File: src/rtl/bts_pkg.sv
// ----------------------------------------------------------------------------
// bts_pkg
// Types, register indexes and constants shared by the triangle shader.
// ----------------------------------------------------------------------------
package bts_pkg;

  localparam int CoordW = 7;
  localparam int IdxW   = 3;
  localparam int EdgeW  = 17;
  localparam int MagW   = 16;
  localparam int RemW   = 24;
  localparam int ColW   = 8;

  localparam int DefImageWidth  = 128;
  localparam int DefImageHeight = 128;

  localparam logic [IdxW-1:0] REG_A_X = 3'd0;
  localparam logic [IdxW-1:0] REG_A_Y = 3'd1;
  localparam logic [IdxW-1:0] REG_B_X = 3'd2;
  localparam logic [IdxW-1:0] REG_B_Y = 3'd3;
  localparam logic [IdxW-1:0] REG_C_X = 3'd4;
  localparam logic [IdxW-1:0] REG_C_Y = 3'd5;

  localparam logic [CoordW-1:0] RST_A_X = 7'd61;
  localparam logic [CoordW-1:0] RST_A_Y = 7'd10;
  localparam logic [CoordW-1:0] RST_B_X = 7'd100;
  localparam logic [CoordW-1:0] RST_B_Y = 7'd100;
  localparam logic [CoordW-1:0] RST_C_X = 7'd25;
  localparam logic [CoordW-1:0] RST_C_Y = 7'd90;

  localparam logic [ColW-1:0] BG_RED   = 8'd255;
  localparam logic [ColW-1:0] BG_GREEN = 8'd255;
  localparam logic [ColW-1:0] BG_BLUE  = 8'd192;

  typedef struct packed {
    logic [CoordW-1:0] ax;
    logic [CoordW-1:0] ay;
    logic [CoordW-1:0] bx;
    logic [CoordW-1:0] by;
    logic [CoordW-1:0] cx;
    logic [CoordW-1:0] cy;
  } bts_vtx_t;

  typedef struct packed {
    logic                      valid;
    logic                      covered;
    logic [2:0][MagW-1:0]      den;
    logic [2:0][RemW-1:0]      rem;
    logic [2:0][ColW-1:0]      quo;
  } bts_div_t;

endpackage

File: src/rtl/bts_pix_if.sv
// ----------------------------------------------------------------------------
// bts_pix_if
// Pixel coordinate channel.
// ----------------------------------------------------------------------------
interface bts_pix_if;
  logic       valid;
  logic       ready;
  logic [6:0] pixel_x;
  logic [6:0] pixel_y;
  modport source (output valid, output pixel_x, output pixel_y, input ready);
  modport sink (input valid, input pixel_x, input pixel_y, output ready);
endinterface

File: src/rtl/bts_shade_if.sv
// ----------------------------------------------------------------------------
// bts_shade_if
// Shaded pixel result channel.
// ----------------------------------------------------------------------------
interface bts_shade_if;
  logic       valid;
  logic       ready;
  logic       covered;
  logic [7:0] red;
  logic [7:0] green;
  logic [7:0] blue;
  modport source (output valid, output covered, output red, output green, output blue,
                  input ready);
  modport sink (input valid, input covered, input red, input green, input blue,
                output ready);
endinterface

File: src/rtl/bts_cfg_if.sv
// ----------------------------------------------------------------------------
// bts_cfg_if
// Register write channel.
// ----------------------------------------------------------------------------
interface bts_cfg_if;
  logic       valid;
  logic       ready;
  logic [2:0] index;
  logic [6:0] data;
  modport source (output valid, output index, output data, input ready);
  modport sink (input valid, input index, input data, output ready);
endinterface

File: src/rtl/barycentric_triangle_shader_core.sv
// ----------------------------------------------------------------------------
// barycentric_triangle_shader_core
// Barycentric coverage and colour for one pixel per clock while the output is not stalled.
// ----------------------------------------------------------------------------
//  channel  dir  payload                     beat when
//  pix      in   pixel_x, pixel_y            valid && ready
//  shade    out  covered, red, green, blue   valid && ready
//  cfg      in   index, data                 valid (ready held high)
//
// Seven register stages: three for edges and test, four for the divider.
// One pixel per clock while the output is not stalled.
// A stalled output freezes every stage together; pix.ready follows it.
// Synchronous reset clears valid bits and loads the default triangle.
// ----------------------------------------------------------------------------
module barycentric_triangle_shader_core #(
  parameter int IMAGE_WIDTH  = bts_pkg::DefImageWidth,
  parameter int IMAGE_HEIGHT = bts_pkg::DefImageHeight
) (
  input  logic        clk,
  input  logic        rst,
  bts_pix_if.sink     pix,
  bts_shade_if.source shade,
  bts_cfg_if.sink     cfg
);
  import bts_pkg::*;

  bts_vtx_t vtx;
  logic     en;
  bts_div_t s0, s1, s2, s3, s4;

  assign cfg.ready = 1'b1;

  always_ff @(posedge clk) begin
    if (rst) begin
      vtx <= '{RST_A_X, RST_A_Y, RST_B_X, RST_B_Y, RST_C_X, RST_C_Y};
    end else if (cfg.valid) begin
      unique case (cfg.index)
        REG_A_X: vtx.ax <= cfg.data;
        REG_A_Y: vtx.ay <= cfg.data;
        REG_B_X: vtx.bx <= cfg.data;
        REG_B_Y: vtx.by <= cfg.data;
        REG_C_X: vtx.cx <= cfg.data;
        REG_C_Y: vtx.cy <= cfg.data;
        default: ;
      endcase
    end
  end

  assign en        = !s4.valid || shade.ready;
  assign pix.ready = en;

  bts_edge #(.IMAGE_WIDTH(IMAGE_WIDTH), .IMAGE_HEIGHT(IMAGE_HEIGHT)) u_edge (
    .clk(clk), .rst(rst), .en(en), .in_valid(pix.valid),
    .px(pix.pixel_x), .py(pix.pixel_y), .vtx(vtx), .d_out(s0)
  );

  bts_div_stage #(.BIT_HI(7)) u_div0 (.clk(clk), .rst(rst), .en(en), .d_in(s0), .d_out(s1));
  bts_div_stage #(.BIT_HI(5)) u_div1 (.clk(clk), .rst(rst), .en(en), .d_in(s1), .d_out(s2));
  bts_div_stage #(.BIT_HI(3)) u_div2 (.clk(clk), .rst(rst), .en(en), .d_in(s2), .d_out(s3));
  bts_div_stage #(.BIT_HI(1)) u_div3 (.clk(clk), .rst(rst), .en(en), .d_in(s3), .d_out(s4));

  assign shade.valid   = s4.valid;
  assign shade.covered = s4.covered;
  assign shade.red     = s4.covered ? s4.quo[0] : BG_RED;
  assign shade.green   = s4.covered ? s4.quo[1] : BG_GREEN;
  assign shade.blue    = s4.covered ? s4.quo[2] : BG_BLUE;

endmodule

File: src/rtl/bts_edge.sv
// ----------------------------------------------------------------------------
// bts_edge
// Edge functions, coverage test and scaled numerators (three stages).
// ----------------------------------------------------------------------------
module bts_edge #(
  parameter int IMAGE_WIDTH  = bts_pkg::DefImageWidth,
  parameter int IMAGE_HEIGHT = bts_pkg::DefImageHeight
) (
  input  logic                clk,
  input  logic                rst,
  input  logic                en,
  input  logic                in_valid,
  input  logic [6:0]          px,
  input  logic [6:0]          py,
  input  bts_pkg::bts_vtx_t   vtx,
  output bts_pkg::bts_div_t   d_out
);
  import bts_pkg::*;

  logic [5:0][CoordW-1:0] qx, qy, p1x, p1y, p2x, p2y;
  logic signed [5:0][15:0] pa_next, pb_next;

  logic                    v1, out1;
  logic signed [5:0][15:0] pa, pb;
  logic                    v2, out2;
  logic signed [5:0][EdgeW-1:0] e;
  logic signed [5:0][EdgeW-1:0] e_next;
  logic                    outside;

  logic                       ok;
  logic [2:0][MagW-1:0]       nmag, dmag;
  logic [2:0][RemW-1:0]       scaled;

  // edges: 0 na, 1 da, 2 nb, 3 db, 4 nc, 5 dc  (even = at pixel)
  always_comb begin
    qx  = {vtx.cx, vtx.cx, vtx.bx, vtx.bx, vtx.ax, px};
    qy  = {vtx.cy, vtx.cy, vtx.by, vtx.by, vtx.ay, py};
    qx[4] = px; qy[4] = py; qx[2] = px; qy[2] = py;
    qx[5] = vtx.cx; qy[5] = vtx.cy; qx[3] = vtx.bx; qy[3] = vtx.by;
    qx[1] = vtx.ax; qy[1] = vtx.ay;
    p1x = {vtx.bx, vtx.bx, vtx.ax, vtx.ax, vtx.bx, vtx.bx};
    p1y = {vtx.by, vtx.by, vtx.ay, vtx.ay, vtx.by, vtx.by};
    p2x = {vtx.ax, vtx.ax, vtx.cx, vtx.cx, vtx.cx, vtx.cx};
    p2y = {vtx.ay, vtx.ay, vtx.cy, vtx.cy, vtx.cy, vtx.cy};
    for (int i = 0; i < 6; i++) begin
      pa_next[i] = $signed({1'b0, qx[i]} - {1'b0, p1x[i]}) *
                   $signed({1'b0, p2y[i]} - {1'b0, p1y[i]});
      pb_next[i] = $signed({1'b0, qy[i]} - {1'b0, p1y[i]}) *
                   $signed({1'b0, p2x[i]} - {1'b0, p1x[i]});
    end
    for (int i = 0; i < 6; i++) begin
      e_next[i] = EdgeW'($signed(pb[i])) - EdgeW'($signed(pa[i]));
    end
  end

  assign outside = (32'(px) >= IMAGE_WIDTH) || (32'(py) >= IMAGE_HEIGHT);

  always_comb begin
    ok = !out2;
    for (int k = 0; k < 3; k++) begin
      nmag[k] = e[2*k][EdgeW-1]   ? MagW'(-e[2*k])   : MagW'(e[2*k]);
      dmag[k] = e[2*k+1][EdgeW-1] ? MagW'(-e[2*k+1]) : MagW'(e[2*k+1]);
      scaled[k] = {nmag[k], 8'd0} - RemW'(nmag[k]);
      if (e[2*k+1] == '0) ok = 1'b0;
      if (e[2*k] != '0 && (e[2*k][EdgeW-1] != e[2*k+1][EdgeW-1])) ok = 1'b0;
    end
  end

  always_ff @(posedge clk) begin
    if (rst) begin
      v1 <= 1'b0;
      v2 <= 1'b0;
      d_out.valid <= 1'b0;
    end else if (en) begin
      v1 <= in_valid;
      v2 <= v1;
      d_out.valid <= v2;
    end
    if (en) begin
      pa   <= pa_next;
      pb   <= pb_next;
      out1 <= outside;
      e    <= e_next;
      out2 <= out1;
      d_out.covered <= ok;
      d_out.den     <= dmag;
      d_out.rem     <= scaled;
      d_out.quo     <= '0;
    end
  end

endmodule

File: src/rtl/bts_div_stage.sv
// ----------------------------------------------------------------------------
// bts_div_stage
// Two restoring quotient bits for each of the three colour channels.
// ----------------------------------------------------------------------------
module bts_div_stage #(
  parameter int BIT_HI = 7
) (
  input  logic              clk,
  input  logic              rst,
  input  logic              en,
  input  bts_pkg::bts_div_t d_in,
  output bts_pkg::bts_div_t d_out
);
  import bts_pkg::*;

  bts_div_t d_next;
  logic [RemW-1:0] trial;

  always_comb begin
    d_next = d_in;
    for (int k = 0; k < 3; k++) begin
      for (int b = BIT_HI; b > BIT_HI - 2; b--) begin
        trial = RemW'(d_next.den[k]) << b;
        if (d_next.rem[k] >= trial) begin
          d_next.rem[k]    = d_next.rem[k] - trial;
          d_next.quo[k][b] = 1'b1;
        end
      end
    end
  end

  always_ff @(posedge clk) begin
    if (rst) begin
      d_out.valid <= 1'b0;
    end else if (en) begin
      d_out.valid <= d_next.valid;
    end
    if (en) begin
      d_out.covered <= d_next.covered;
      d_out.den     <= d_next.den;
      d_out.rem     <= d_next.rem;
      d_out.quo     <= d_next.quo;
    end
  end

endmodule
File: src/flat_wrapper.sv
// flat-port wrapper written by rule: the top's interface ports become plain ports
module barycentric_triangle_shader_core_flat import bts_pkg::*;
#(
  parameter int IMAGE_WIDTH  = bts_pkg::DefImageWidth,
  parameter int IMAGE_HEIGHT = bts_pkg::DefImageHeight
)
  (clk, rst, pix_valid, pix_pixel_x, pix_pixel_y, pix_ready, shade_valid, shade_covered, shade_red, shade_green, shade_blue, shade_ready, cfg_valid, cfg_index, cfg_data, cfg_ready);
  bts_pix_if pix_i ();
  bts_shade_if shade_i ();
  bts_cfg_if cfg_i ();
  input  logic clk;
  input  logic rst;
  input wire logic [$bits(pix_i.valid)-1:0] pix_valid;
  input wire logic [$bits(pix_i.pixel_x)-1:0] pix_pixel_x;
  input wire logic [$bits(pix_i.pixel_y)-1:0] pix_pixel_y;
  output wire logic [$bits(pix_i.ready)-1:0] pix_ready;
  output wire logic [$bits(shade_i.valid)-1:0] shade_valid;
  output wire logic [$bits(shade_i.covered)-1:0] shade_covered;
  output wire logic [$bits(shade_i.red)-1:0] shade_red;
  output wire logic [$bits(shade_i.green)-1:0] shade_green;
  output wire logic [$bits(shade_i.blue)-1:0] shade_blue;
  input wire logic [$bits(shade_i.ready)-1:0] shade_ready;
  input wire logic [$bits(cfg_i.valid)-1:0] cfg_valid;
  input wire logic [$bits(cfg_i.index)-1:0] cfg_index;
  input wire logic [$bits(cfg_i.data)-1:0] cfg_data;
  output wire logic [$bits(cfg_i.ready)-1:0] cfg_ready;
  assign pix_i.valid = pix_valid;
  assign pix_i.pixel_x = pix_pixel_x;
  assign pix_i.pixel_y = pix_pixel_y;
  assign pix_ready = pix_i.ready;
  assign shade_valid = shade_i.valid;
  assign shade_covered = shade_i.covered;
  assign shade_red = shade_i.red;
  assign shade_green = shade_i.green;
  assign shade_blue = shade_i.blue;
  assign shade_i.ready = shade_ready;
  assign cfg_i.valid = cfg_valid;
  assign cfg_i.index = cfg_index;
  assign cfg_i.data = cfg_data;
  assign cfg_ready = cfg_i.ready;
  barycentric_triangle_shader_core #(.IMAGE_WIDTH(IMAGE_WIDTH), .IMAGE_HEIGHT(IMAGE_HEIGHT)) u_core (.clk(clk), .rst(rst), .pix(pix_i), .shade(shade_i), .cfg(cfg_i));
endmodule
File: config.mk
export PLATFORM = sky130hd
export DESIGN_NAME = barycentric_triangle_shader_core_flat
export DESIGN_NICKNAME = d
export VERILOG_FILES = /design/src/rtl/bts_pkg.sv /design/src/rtl/bts_pix_if.sv /design/src/rtl/bts_shade_if.sv /design/src/rtl/bts_cfg_if.sv /design/src/rtl/barycentric_triangle_shader_core.sv /design/src/rtl/bts_edge.sv /design/src/rtl/bts_div_stage.sv /design/src/flat_wrapper.sv
export SDC_FILE = /design/constraint.sdc
export NUM_CORES = 2
export LEC_CHECK = 0
export ABC_AREA = 1
export CORE_UTILIZATION = 25
export CTS_CLUSTER_DIAMETER = 200
export DETAILED_ROUTE_END_ITERATION = 16
export DONT_BUFFER_PORTS = 1
export HOLD_SLACK_MARGIN = 0.1
export PLACE_DENSITY = 0.36
export SYNTH_ARGS = -nofsm -noshare
export SYNTH_HDL_FRONTEND = slang
export SYNTH_HIERARCHICAL = 1
export SYNTH_SLANG_ARGS = --single-unit
File: constraint.sdc
create_clock -name clk -period 29.5 [get_ports clk]
set_input_delay 1.475 -clock clk [delete_from_list [all_inputs] [get_ports clk]]
set_output_delay 1.475 -clock clk [all_outputs]
set_load 0.005 [all_outputs]
==> impl_metrics.csv <==
group,metric,value,unit
timing,fin_crit_sh,0.224,
floorplan,die_area,0.376,mm2
floorplan,ios,57,
critical_path,cp-start-kind,"flop",
placed_design,place.detailed.hpwl,233000,um
worst_hold_path,hold_path_class,"flop to flop",
clocking,holdBufCountCts,0,
global_routing,groute.usage.overall,0.146,
run_status,run_status,"completed",
global_routing,grt_pass1_wl,432000,um
critical_path,cp_max_fo,12,
placed_design,place_ws,22.13,ns
critical_path,rr_startpoint,"u_core/vtx[22]",
clocking,htreeDepth,3,
worst_hold_path,hold_depth,0,
timing,fin_hold_ws,0.409,ns
synthesis,syn_avg_cell_area,7.94,um2
detailed_routing,routed_via_density,4.36,
synthesis,netlist_area,0.0934,mm2
timing,clock_skew,0.0462,ns
critical_path,worst_r2r_endpoint,"u_core/u_edge/pa[28]",
detailed_routing,dr.first_iter.drc_count,3672,
synthesis,yosys_warnings,6,
cells_and_area,fill_cells,40300,
global_routing,antenna_found_initial,4,
critical_path,criticalPathCategory,"flop to flop",
timing,maxSlewViolCount,0,
clocking,post_cts_resized,0,
clocking,post_cts_buffers,0,
critical_path,critPathRequiredTime,30.13,ns
worst_hold_path,hp-start,"u_core/u_div0/d_out[0]",
timing,tns,0,ns
placed_design,port_buffers,0,
clocking,clock_path_buffers,4,
clocking,clkTransAtPathRegs,0.06,ns
timing,tightest_slew,1.13,ns
detailed_routing,final_antenna_net_count,0,
critical_path,worstPathArrival,7.23,ns
placed_design,place.gp.congestion,0.849,
global_routing,grt_pass1_vias,75800,
clocking,cts_buffers,123,
critical_path,rrSetupSlack,22.90,ns
critical_path,critPathCaptureType,"flop",
floorplan,start_util,0.251,
detailed_routing,dr.pass1.iters,6,
synthesis,synth_cells,11800,
timing,fmax,151,MHz
timing,finalHoldViolCount,0,
detailed_routing,routed_wl,277000,um
timing,setup_slack,22.90,ns
cells_and_area,drive_gt1_frac,0.0576,
detailed_routing,routedWlPerCell,16.4,um
floorplan,core-area,0.372,mm2
timing,max_slew_margin,0.241,
floorplan,die_y,613,um
detailed_routing,drc,0,
timing,rsz0062_at_grt,"no",
worst_hold_path,hold_path_end,"u_core/u_div1/d_out[0]",
detailed_routing,vias,73500,
timing,finalSetupViolations,0,
flow_run,maxCapViolCount,0,
global_routing,grt_start_max_net_pins,161,
clocking,cts_tree,"yes",
cells_and_area,nNetsFinal,13300,
clocking,clk_latency,0.87,ns
cells_and_area,fin_util,0.277,
clocking,cts.sinks,890,
floorplan,rows,224,
cells_and_area,syn_to_final_growth,10.2,%
floorplan,die_w,613,um
timing,period_needed,6.60,ns
critical_path,reg2regPathDepth,26,
clocking,cts_root_buf,"clkbuf_16",
global_routing,gr-total-overflow,0,
==> routing by layer <==
layer | vias up | wire length, um | share of wire | track usage
li1 | 37500 | - | - | -
met1 | 34800 | 135000 | 0.49 | 0.199
met2 | 973 | 127000 | 0.46 | 0.245
met3 | 266 | 8390 | 0.030 | 0.0165
met4 | 0 | 6090 | 0.022 | 0.0326
met5 | - | 0 | 0 | 0
==> stage by stage <==
step	instances	cell area, um2
floorplan	11800	93500
global placement	16600	98900
detailed placement	16600	98900
CTS	16800	103000
global route	16800	103000
finish	16800	103000
==> cell type report <==
| cell class | count | area (um2) | share of cell area |
|---|---|---|---|
| Tap cell | 4972 | 6220 | 0.0604 |
| Sequential cell | 890 | 26200 | 0.255 |
| Timing Repair Buffer | 42 | 340 | 0.00331 |
| Clock inverter | 74 | 793 | 0.00770 |
| Inverter | 2215 | 8330 | 0.0809 |
| Multi-Input combinational cell | 8506 | 57800 | 0.561 |
| Clock buffer | 146 | 3240 | 0.0315 |
| Antenna cell | 2 | 5.00 | 0.0000486 |
==> worst max-delay path by stage <==
stage / startpoint / to / slack [ns] / depth (start not counted)
3_5_place_dp: pix_pixel_y[0] / u_core/u_edge/pb[13] / 22.13 / 26
2_1_floorplan: shade_ready / u_core/u_edge/v1 / 8.17 / 5
3_3_place_gp: pix_pixel_y[0] / u_core/u_edge/pb[13] / 22.09 / 26
5_1_grt: u_core/vtx[15] / u_core/u_edge/pa[93] / 22.41 / 20
4_1_cts: u_core/vtx[15] / u_core/u_edge/pa[93] / 22.78 / 20
6_report: u_core/vtx[22] / u_core/u_edge/pa[28] / 22.90 / 26
==> sequential cells by signal, indices dropped and copies added (netlist names), 26 cells and up <==
name	cells
u_core/u_div0/d_out	146
u_core/u_div1/d_out	146
u_core/u_div2/d_out	146
u_core/u_edge/d_out	121
u_core/u_edge/e	101
u_core/u_edge/pa	96
u_core/u_edge/pb	64
u_core/vtx	42
u_core/u_div3/d_out	26
==> worst max-delay path, cell delays in order (launching register included) <==
cell and delay, ns:
dfxtp_1 0.54, inv_1 0.33, fa_1 0.54, nand3_1 0.12
nand2_1 0.08, or2_2 0.28, and2_1 0.37, inv_1 0.35
nor2_1 0.12, fa_1 0.51, inv_1 0.06, fa_1 0.54
inv_1 0.05, fa_1 0.47, inv_1 0.04, fa_1 0.47
inv_1 0.04, ha_1 0.36, nand2_1 0.09, o21ai_0 0.25
nand2_1 0.08, nand2_1 0.06, nand2_1 0.06, a21boi_0 0.25
o21ai_0 0.15, nand3_1 0.09, nand2_1 0.05
==> cell usage in the layout, fill, tap and decap left out, drive strengths merged, types with 6 or more instances in the layout <==
master and count:
nand4 116, o211ai 7, o21ai 480, a221oi 6
a21oi 626, xnor2 247, a21boi 28, nor2 1182
nand2 2896, o31ai 9, clkinvlp 7, o21bai 47
o21a 11, a21o 51, nand3b 40, o2111ai 10
clkbuf 146, nor3 87, buf 42, fa 596
inv 2208, nand3 602, edfxtp 841, or2 85
bufinv 14, ha 880, conb 25, a31oi 45
dfxtp 49, nor4 14, and2 12, xor2 375
clkinv 60
Power is left out: the tool's default activity adds up to more than one toggle a clock period on the data nets, which glitch-free logic cannot reach.
